**src/hw/rtl/eol_pkg.sv**
```systemverilog
`default_nettype none
// ----------------------------------------------------------------------------
// eol_pkg
// Shared types and constants of the error log: request codes, the entry
// layout kept in the log memory and the result record of the output buffer.
// ----------------------------------------------------------------------------
package eol_pkg;

	typedef enum logic [1:0] {
		REQ_ADD   = 2'd0,
		REQ_READ  = 2'd1,
		REQ_CLEAR = 2'd2,
		REQ_NONE  = 2'd3
	} req_t;

	typedef struct packed {
		logic [31:0] tstamp;
		logic [15:0] code;
		logic [7:0]  modid;
		logic [7:0]  flags;
		logic [31:0] data;
	} entry_t;

	typedef struct packed {
		logic [4:0] wpos;
		logic [4:0] rpos;
		logic [5:0] cnt;
	} status_t;

	typedef struct packed {
		entry_t  entry;
		logic    is_entry;
		logic    last;
		status_t status;
	} result_t;

	localparam int MAX_RESULTS = 32;
	localparam int CMP_W       = 7;
	localparam int OBUF_DEPTH  = 4;
	localparam int OBUF_PW     = $clog2(OBUF_DEPTH);
	localparam int OBUF_LW     = $clog2(OBUF_DEPTH + 1);

endpackage
`default_nettype wire

```
**src/hw/rtl/overwrite_oldest_error_log_unit.sv**
```systemverilog
`default_nettype none
// ----------------------------------------------------------------------------
// overwrite_oldest_error_log_unit
// Circular error log of LOG_DEPTH entries that overwrites the oldest entry.
//
// Input channel (in_valid / in_stall) takes one request per transfer: add,
// read (up to max_read oldest entries, left in place) or clear. Output
// channel (out_valid / out_stall) delivers one result per transfer; the last
// result of a request has last_item set. Every result carries the write
// position, read position and fill count after the request.
// Add, clear and unused codes: one result, 1 request per cycle sustained while
// the result queue has room; each result is registered before the queue.
// Read of n entries: n results streamed one per cycle from the log memory
// while the result queue has room; the single memory read port sets this rate.
// An empty read returns one result with is_entry low.
// Reset clears positions and count; log contents stay undefined until added.
// A stalled receiver fills the 4-entry result queue, after which in_stall is
// raised and the read sequence pauses until space frees up.
// ----------------------------------------------------------------------------
module overwrite_oldest_error_log_unit
	import eol_pkg::*;
#(
	parameter int LOG_DEPTH = 32
) (
	input  wire logic        clk,
	input  wire logic        arst_n,
	input  wire logic        in_valid,
	output      logic        in_stall,
	input  wire logic [1:0]  req_type,
	input  wire logic [15:0] error_code,
	input  wire logic [7:0]  module_id,
	input  wire logic [7:0]  entry_flags,
	input  wire logic [31:0] entry_data,
	input  wire logic [31:0] time_stamp,
	input  wire logic [5:0]  max_read,
	output      logic        out_valid,
	input  wire logic        out_stall,
	output      logic [31:0] out_time,
	output      logic [15:0] out_code,
	output      logic [7:0]  out_module,
	output      logic [7:0]  out_flags,
	output      logic [31:0] out_data,
	output      logic        is_entry,
	output      logic        last_item,
	output      logic [4:0]  write_pos,
	output      logic [4:0]  read_pos,
	output      logic [5:0]  fill_count
);

	localparam int PW = $clog2(LOG_DEPTH);
	localparam int CW = $clog2(LOG_DEPTH + 1);

	function automatic logic [PW-1:0] ptr_inc(input logic [PW-1:0] p);
		return (p == PW'(LOG_DEPTH - 1)) ? '0 : p + 1'b1;
	endfunction

	logic [PW-1:0]      head_q, head_d;
	logic [PW-1:0]      tail_q, tail_d;
	logic [CW-1:0]      count_q, count_d;
	logic               busy_q, busy_d;
	logic [PW-1:0]      rdptr_q, rdptr_d;
	logic [5:0]         remain_q, remain_d;

	logic               valid_s1, valid_d;
	logic               is_entry_s1, is_entry_d;
	logic               last_s1, last_d;
	status_t            status_s1, status_d;

	logic [OBUF_LW-1:0] obuf_level;
	logic               room;
	logic               accept;
	logic               beat;
	req_t               req;
	logic               full;
	logic [CMP_W-1:0]   mr_w, cnt_w, n_w;
	logic [5:0]         n_rd;
	entry_t             wr_entry;
	entry_t             rd_entry;
	result_t            push_data;
	result_t            res;

	assign room     = ({1'b0, obuf_level} + (OBUF_LW + 1)'(valid_s1))
	                  < (OBUF_LW + 1)'(OBUF_DEPTH);
	assign in_stall = busy_q || !room;
	assign accept   = in_valid && !in_stall;
	assign beat     = busy_q && room;
	assign req      = req_t'(req_type);
	assign full     = (count_q == CW'(LOG_DEPTH));

	// requested count limited by entries held and by the result cap
	always_comb begin
		mr_w  = CMP_W'(max_read);
		cnt_w = CMP_W'(count_q);
		n_w   = (mr_w < cnt_w) ? mr_w : cnt_w;
		if (n_w > CMP_W'(MAX_RESULTS)) begin
			n_w = CMP_W'(MAX_RESULTS);
		end
		n_rd = n_w[5:0];
	end

	always_comb begin
		head_d     = head_q;
		tail_d     = tail_q;
		count_d    = count_q;
		busy_d     = busy_q;
		rdptr_d    = rdptr_q;
		remain_d   = remain_q;
		valid_d    = 1'b0;
		is_entry_d = 1'b0;
		last_d     = 1'b1;
		if (accept) begin
			valid_d = 1'b1;
			unique case (req)
				REQ_ADD: begin
					head_d = ptr_inc(head_q);
					if (full) begin
						tail_d = ptr_inc(tail_q);
					end else begin
						count_d = count_q + 1'b1;
					end
				end
				REQ_READ: begin
					if (n_rd != '0) begin
						valid_d  = 1'b0;
						busy_d   = 1'b1;
						rdptr_d  = tail_q;
						remain_d = n_rd;
					end
				end
				REQ_CLEAR: begin
					head_d  = '0;
					tail_d  = '0;
					count_d = '0;
				end
				default: begin
				end
			endcase
		end
		if (beat) begin
			valid_d    = 1'b1;
			is_entry_d = 1'b1;
			last_d     = (remain_q == 6'd1);
			rdptr_d    = ptr_inc(rdptr_q);
			remain_d   = remain_q - 1'b1;
			if (remain_q == 6'd1) begin
				busy_d = 1'b0;
			end
		end
		status_d.wpos = 5'(head_d);
		status_d.rpos = 5'(tail_d);
		status_d.cnt  = 6'(count_d);
	end

	always_ff @(posedge clk or negedge arst_n) begin
		if (!arst_n) begin
			head_q   <= '0;
			tail_q   <= '0;
			count_q  <= '0;
			busy_q   <= 1'b0;
			valid_s1 <= 1'b0;
		end else begin
			head_q   <= head_d;
			tail_q   <= tail_d;
			count_q  <= count_d;
			busy_q   <= busy_d;
			valid_s1 <= valid_d;
		end
	end

	always_ff @(posedge clk) begin
		rdptr_q     <= rdptr_d;
		remain_q    <= remain_d;
		is_entry_s1 <= is_entry_d;
		last_s1     <= last_d;
		status_s1   <= status_d;
	end

	// an add writes in its accept cycle; reads run only in the cycles after a
	// read's accept, while no request is taken, so the same entry is never read and written together
	always_comb begin
		wr_entry.tstamp = time_stamp;
		wr_entry.code   = error_code;
		wr_entry.modid  = module_id;
		wr_entry.flags  = entry_flags;
		wr_entry.data   = entry_data;
	end

	eol_ram #(
		.DEPTH (LOG_DEPTH),
		.WIDTH ($bits(entry_t))
	) u_ram (
		.clk   (clk),
		.we    (accept && (req == REQ_ADD)),
		.waddr (head_q),
		.wdata (wr_entry),
		.re    (beat),
		.raddr (rdptr_q),
		.rdata (rd_entry)
	);

	always_comb begin
		push_data.entry    = is_entry_s1 ? rd_entry : '0;
		push_data.is_entry = is_entry_s1;
		push_data.last     = last_s1;
		push_data.status   = status_s1;
	end

	eol_obuf u_obuf (
		.clk       (clk),
		.arst_n    (arst_n),
		.push      (valid_s1),
		.push_data (push_data),
		.level     (obuf_level),
		.out_valid (out_valid),
		.out_stall (out_stall),
		.out_data  (res)
	);

	assign out_time   = res.entry.tstamp;
	assign out_code   = res.entry.code;
	assign out_module = res.entry.modid;
	assign out_flags  = res.entry.flags;
	assign out_data   = res.entry.data;
	assign is_entry   = res.is_entry;
	assign last_item  = res.last;
	assign write_pos  = res.status.wpos;
	assign read_pos   = res.status.rpos;
	assign fill_count = res.status.cnt;

endmodule
`default_nettype wire

```
**src/hw/rtl/eol_ram.sv**
```systemverilog
`default_nettype none
// ----------------------------------------------------------------------------
// eol_ram
// Simple dual-port log memory: one write port, one read port and registered
// read data.
// ----------------------------------------------------------------------------
module eol_ram #(
	parameter int DEPTH = 32,
	parameter int WIDTH = 96
) (
	input  wire logic                     clk,
	input  wire logic                     we,
	input  wire logic [$clog2(DEPTH)-1:0] waddr,
	input  wire logic [WIDTH-1:0]         wdata,
	input  wire logic                     re,
	input  wire logic [$clog2(DEPTH)-1:0] raddr,
	output      logic [WIDTH-1:0]         rdata
);

	logic [WIDTH-1:0] mem [DEPTH];

	always_ff @(posedge clk) begin
		if (we) begin
			mem[waddr] <= wdata;
		end
	end

	always_ff @(posedge clk) begin
		if (re) begin
			rdata <= mem[raddr];
		end
	end

endmodule
`default_nettype wire

```
**src/hw/rtl/eol_obuf.sv**
```systemverilog
`default_nettype none
// ----------------------------------------------------------------------------
// eol_obuf
// Small result queue in front of the output channel. Reports its fill level
// so the sequencer only starts a result when a slot is guaranteed.
// ----------------------------------------------------------------------------
module eol_obuf
	import eol_pkg::*;
(
	input  wire logic               clk,
	input  wire logic               arst_n,
	input  wire logic               push,
	input  wire result_t            push_data,
	output      logic [OBUF_LW-1:0] level,
	output      logic               out_valid,
	input  wire logic               out_stall,
	output      result_t            out_data
);

	result_t              buf_q [OBUF_DEPTH];
	logic [OBUF_PW-1:0]   wr_ptr_q;
	logic [OBUF_PW-1:0]   rd_ptr_q;
	logic [OBUF_LW-1:0]   level_q;
	logic                 pop;

	assign out_valid = (level_q != '0);
	assign pop       = out_valid && !out_stall;
	assign out_data  = buf_q[rd_ptr_q];
	assign level     = level_q;

	always_ff @(posedge clk) begin
		if (push) begin
			buf_q[wr_ptr_q] <= push_data;
		end
	end

	always_ff @(posedge clk or negedge arst_n) begin
		if (!arst_n) begin
			wr_ptr_q <= '0;
			rd_ptr_q <= '0;
			level_q  <= '0;
		end else begin
			if (push) begin
				wr_ptr_q <= wr_ptr_q + 1'b1;
			end
			if (pop) begin
				rd_ptr_q <= rd_ptr_q + 1'b1;
			end
			if (push && !pop) begin
				level_q <= level_q + 1'b1;
			end else if (pop && !push) begin
				level_q <= level_q - 1'b1;
			end
		end
	end

endmodule
`default_nettype wire

```
**config.mk**
```make
export PLATFORM = sky130hd
export DESIGN_NAME = overwrite_oldest_error_log_unit
export DESIGN_NICKNAME = d
export VERILOG_FILES = /design/src/hw/rtl/eol_pkg.sv /design/src/hw/rtl/overwrite_oldest_error_log_unit.sv /design/src/hw/rtl/eol_ram.sv /design/src/hw/rtl/eol_obuf.sv
export SDC_FILE = /design/constraint.sdc
export NUM_CORES = 2
export LEC_CHECK = 0
export BUFFER_PORTS_ARGS = -buffer_cell sky130_fd_sc_hd__buf_2
export CAP_MARGIN = 20
export CORE_ASPECT_RATIO = 1.1
export CORE_MARGIN = 4
export CORE_UTILIZATION = 36
export CTS_BUF_LIST = sky130_fd_sc_hd__clkbuf_2 sky130_fd_sc_hd__clkbuf_4 sky130_fd_sc_hd__clkbuf_8
export CTS_CLUSTER_SIZE = 14
export DETAILED_ROUTE_END_ITERATION = 8
export GPL_TIMING_DRIVEN = 0
export PLACE_DENSITY = 0.51
export SLEW_MARGIN = 20
export SYNTH_ARGS = -nofsm -noshare
export SYNTH_HDL_FRONTEND = slang
export SYNTH_HIERARCHICAL = 1
export SYNTH_SLANG_ARGS = --single-unit
```
**constraint.sdc**
```tcl
create_clock -name clk -period 19.9 [get_ports clk]
set_input_delay 0 -clock clk [delete_from_list [all_inputs] [get_ports clk]]
set_output_delay 0 -clock clk [all_outputs]
set_load 0.02 [all_outputs]
```
==> metrics.cfg <==
[status]
outcome=complete, no violations

[placed_design]
place_hpwl_um=297000
placed_area_um2=152000
io_buffers=223
gp_congestion=0.784

[pwr]
leakage_nw=54.5
irDropWorstVdd_uv=98.1
cellPowerDensity_nw_per_um2=137

[routing]
highest_layer=met5
via_per_inst=5.38
drt_iter0_markers=7686
met3_length_um=25200
dr_total_vias=72900
met2WireLength_um=219000
antenna_left=0
wl_per_cell_um=31.9
wl_met1_um=172000
drcViolationCount=0
routed_wl_um=432000
drt-pass1-iter-count=5

[setup_path]
critPathBufInv=5
crit_slowest_cell=nand4_1
cp_top_family=buffers and inverters
crit_fanout=11
arrival_ns=5.82
crit_chain=buf_2 -> buf_2 -> buf_2 -> buf_2 -> nor2_1 -> clkbuf_1 -> nand3_1 -> nand4_1
max_stage_delay_ns=0.84
startpoint_type=flop
crit_type=reg2reg
cp.required_ns=20.44
end_kind=flop
crit_top_cell=buf_2

[flow_run]
maxCapViolCount=0

[timing]
tns_ns=0
final_max_slew_viol_count=0
final.min_clock_period_ns=5.28
timing_hold_violations_final=0
slew_headroom_pct=15.7
fin_worst_skew_ns=0.101
rsz0062_at_grt=no
tightest_slew_ns=1.26
fmax_mhz=189
finalCritPeriodShare_pct=26.6
finalSetupViolCount=0

[finish]
syn_to_final_growth_pct=19.9
drive_above_1_share_pct=26.6
seqCellArea_um2=110000
fin_area_um2=167000
multi_input_area_um2=27400
nets=8023
fill_cells=33400

[logic_synthesis]
netlist_area_um2=139000
synth_edf_count=3635
avgSynthCellArea_um2=21.2
syn-num-nets=6687
yosysWarnings=6
netlist_top_cells_area=edfxtp_1 78%, mux4_2 8.1%, mux2i_1 5.5%, a22oi_1 2.8%, nand3_1 0.73%
synth_cell_type_count=56
yosysSeqAreaShare_pct=79.1
synth_common_cells=3,635 x edfxtp_1, 770 x mux2i_1, 514 x a22oi_1, 498 x mux4_2, 203 x nand3_1
yosysMostFrequentCell=edfxtp_1
ys.flop_type=edfxtp_1
synth_seq_cells=3678
synth.top_cell.area_share_pct=78.4
netlist_instances=6558
postSynth.asyncResetShare_pct=0.680
synth_largest_area_cell=edfxtp_1

[hold_path]
hold_class=in2reg

[global_route]
grt_usage_pct=21.2
grt_pass1_wl_um=592000
antenna_found_initial=69
grt_max_degree=61
grt_pass1_vias=74600
grt_overflow=0

[floorplan]
coreArea_um2=385000
ios=224
rows=239
die_w_um=601
start_util_pct=36.1
die-area_um2=397000
dieHeight_um=660

[clock_tree]
h-tree-depth=6
post_cts_resized=0
cts_root_buf=clkbuf_8
cts_inserted_buffers=617
clockBufferDepth=4
cts_sinks=3678
path_clk_slew_ns=0.06
insertion_delay_ns=1.19
tritoncts=done

-- path summary, 6_finish.rpt --
check                              startpoint                   to  slack (ns)  cells after the start
min in group asynchronous              arst_n   u_obuf/rd_ptr_q[0]        0.38                      5
worst min register to register  push_data[14]  u_obuf/buf_q[0][14]        0.47                      0
max in group asynchronous              arst_n            head_q[0]       19.32                      5
worst max register to register     rdptr_q[2]      u_ram/rdata[49]       14.62                      8
worst min-delay path            error_code[2]    u_ram/mem[29][50]        0.03                      3
worst max-delay path               rdptr_q[2]      u_ram/rdata[49]       14.62                      8
-- timing repair --
action                                 4_1_cts  5_1_grt
setup endpoints to repair                    0        0
setup buffers                                0        0
endpoints found under the hold margin     3153       64
hold buffers                               242        8
-- where the power goes --
part	leakage, nW	switching (mW)	internal [mW]
clock	6.24	3.06	3.47
sequential	33.4	0.238	9.16
combinational	14.8	4.64	2.33
-- cell families (layout without fill, tap and decap cells) --
logic type / count (synthesis) / count (layout) / synth area share (%)
flops: 3678 / 3678 / 79.1
simple gates: 523 / 523 / 2.02
other cells: 0 / 123 / 0
mux: 1269 / 1269 / 13.6
buf+inv: 376 / 2185 / 1.36
fa+ha+maj: 21 / 21 / 0.194
xor+xnor: 12 / 12 / 0.0755
compound gates: 679 / 679 / 3.62
-- cells in the final DEF (no fill, tap or decap), types with 123 or more instances in the layout --
cell type and instances:
edfxtp_1 3635, mux2i_1 770, clkbuf_8 625, a22oi_1 514
mux4_2 498, buf_2 390, clkbuf_4 215, nand3_1 203
dlygate4sd3_1 194, buf_12 185, clkinv_1 147, clkbuf_1 145
diode_2 123
-- through the flow --
| step | cells | utilization (%) | hold WS [ns] | setup WS [ns] | total power, mW |
|---|---|---|---|---|---|
| 2_1_floorplan | 6558 | - | -0.296 | 13.56 | 13.3 |
| 3_3_place_gp | 11800 | 38.1 | 0.0464 | 6.17 | 16.5 |
| 3_5_place_dp | 12100 | 39.5 | 0.0585 | 14.71 | 16.6 |
| 4_1_cts | 13400 | 43.3 | 0.00959 | 14.64 | 23.2 |
| 5_1_grt | 13500 | 43.3 | -0.0112 | 14.52 | 23.8 |
| 6_report | 13600 | 43.3 | 0.0324 | 14.62 | 22.9 |
-- registers in the layout, indices dropped and copies added (netlist names), 2 cells and up --
name             count
u_ram/mem         3072
u_obuf/buf_q       456
u_ram/rdata         96
push_data           16
count_q              6
remain_q             6
head_q               5
rdptr_q              5
tail_q               5
u_obuf/level         3
u_obuf/rd_ptr_q      2
u_obuf/wr_ptr_q      2
-- cell type report --
cell class                      instances  share of cell area (%)
Antenna cell                          123                   0.184
Buffer                                360                    1.11
Clock buffer                          840                    6.12
Clock inverter                        252                   0.997
Inverter                               16                  0.0405
Multi-Input combinational cell       2504                    16.4
Sequential cell                      3678                    66.0
Tap cell                             5061                    3.79
Timing Repair Buffer                  717                    5.30
-- tightest hold or removal path: cells and delay by family --
kind     cells  cell delay (ns)
buf+inv      3             0.94
-- routing by layer --
layer,track usage [%],vias up
met3,3.05,615
li1,-,30400
met4,7.78,6
met2,36.6,2728
met1,27.2,39200
met5,0,-
Note: power is estimated with default switching activity, not from simulation.
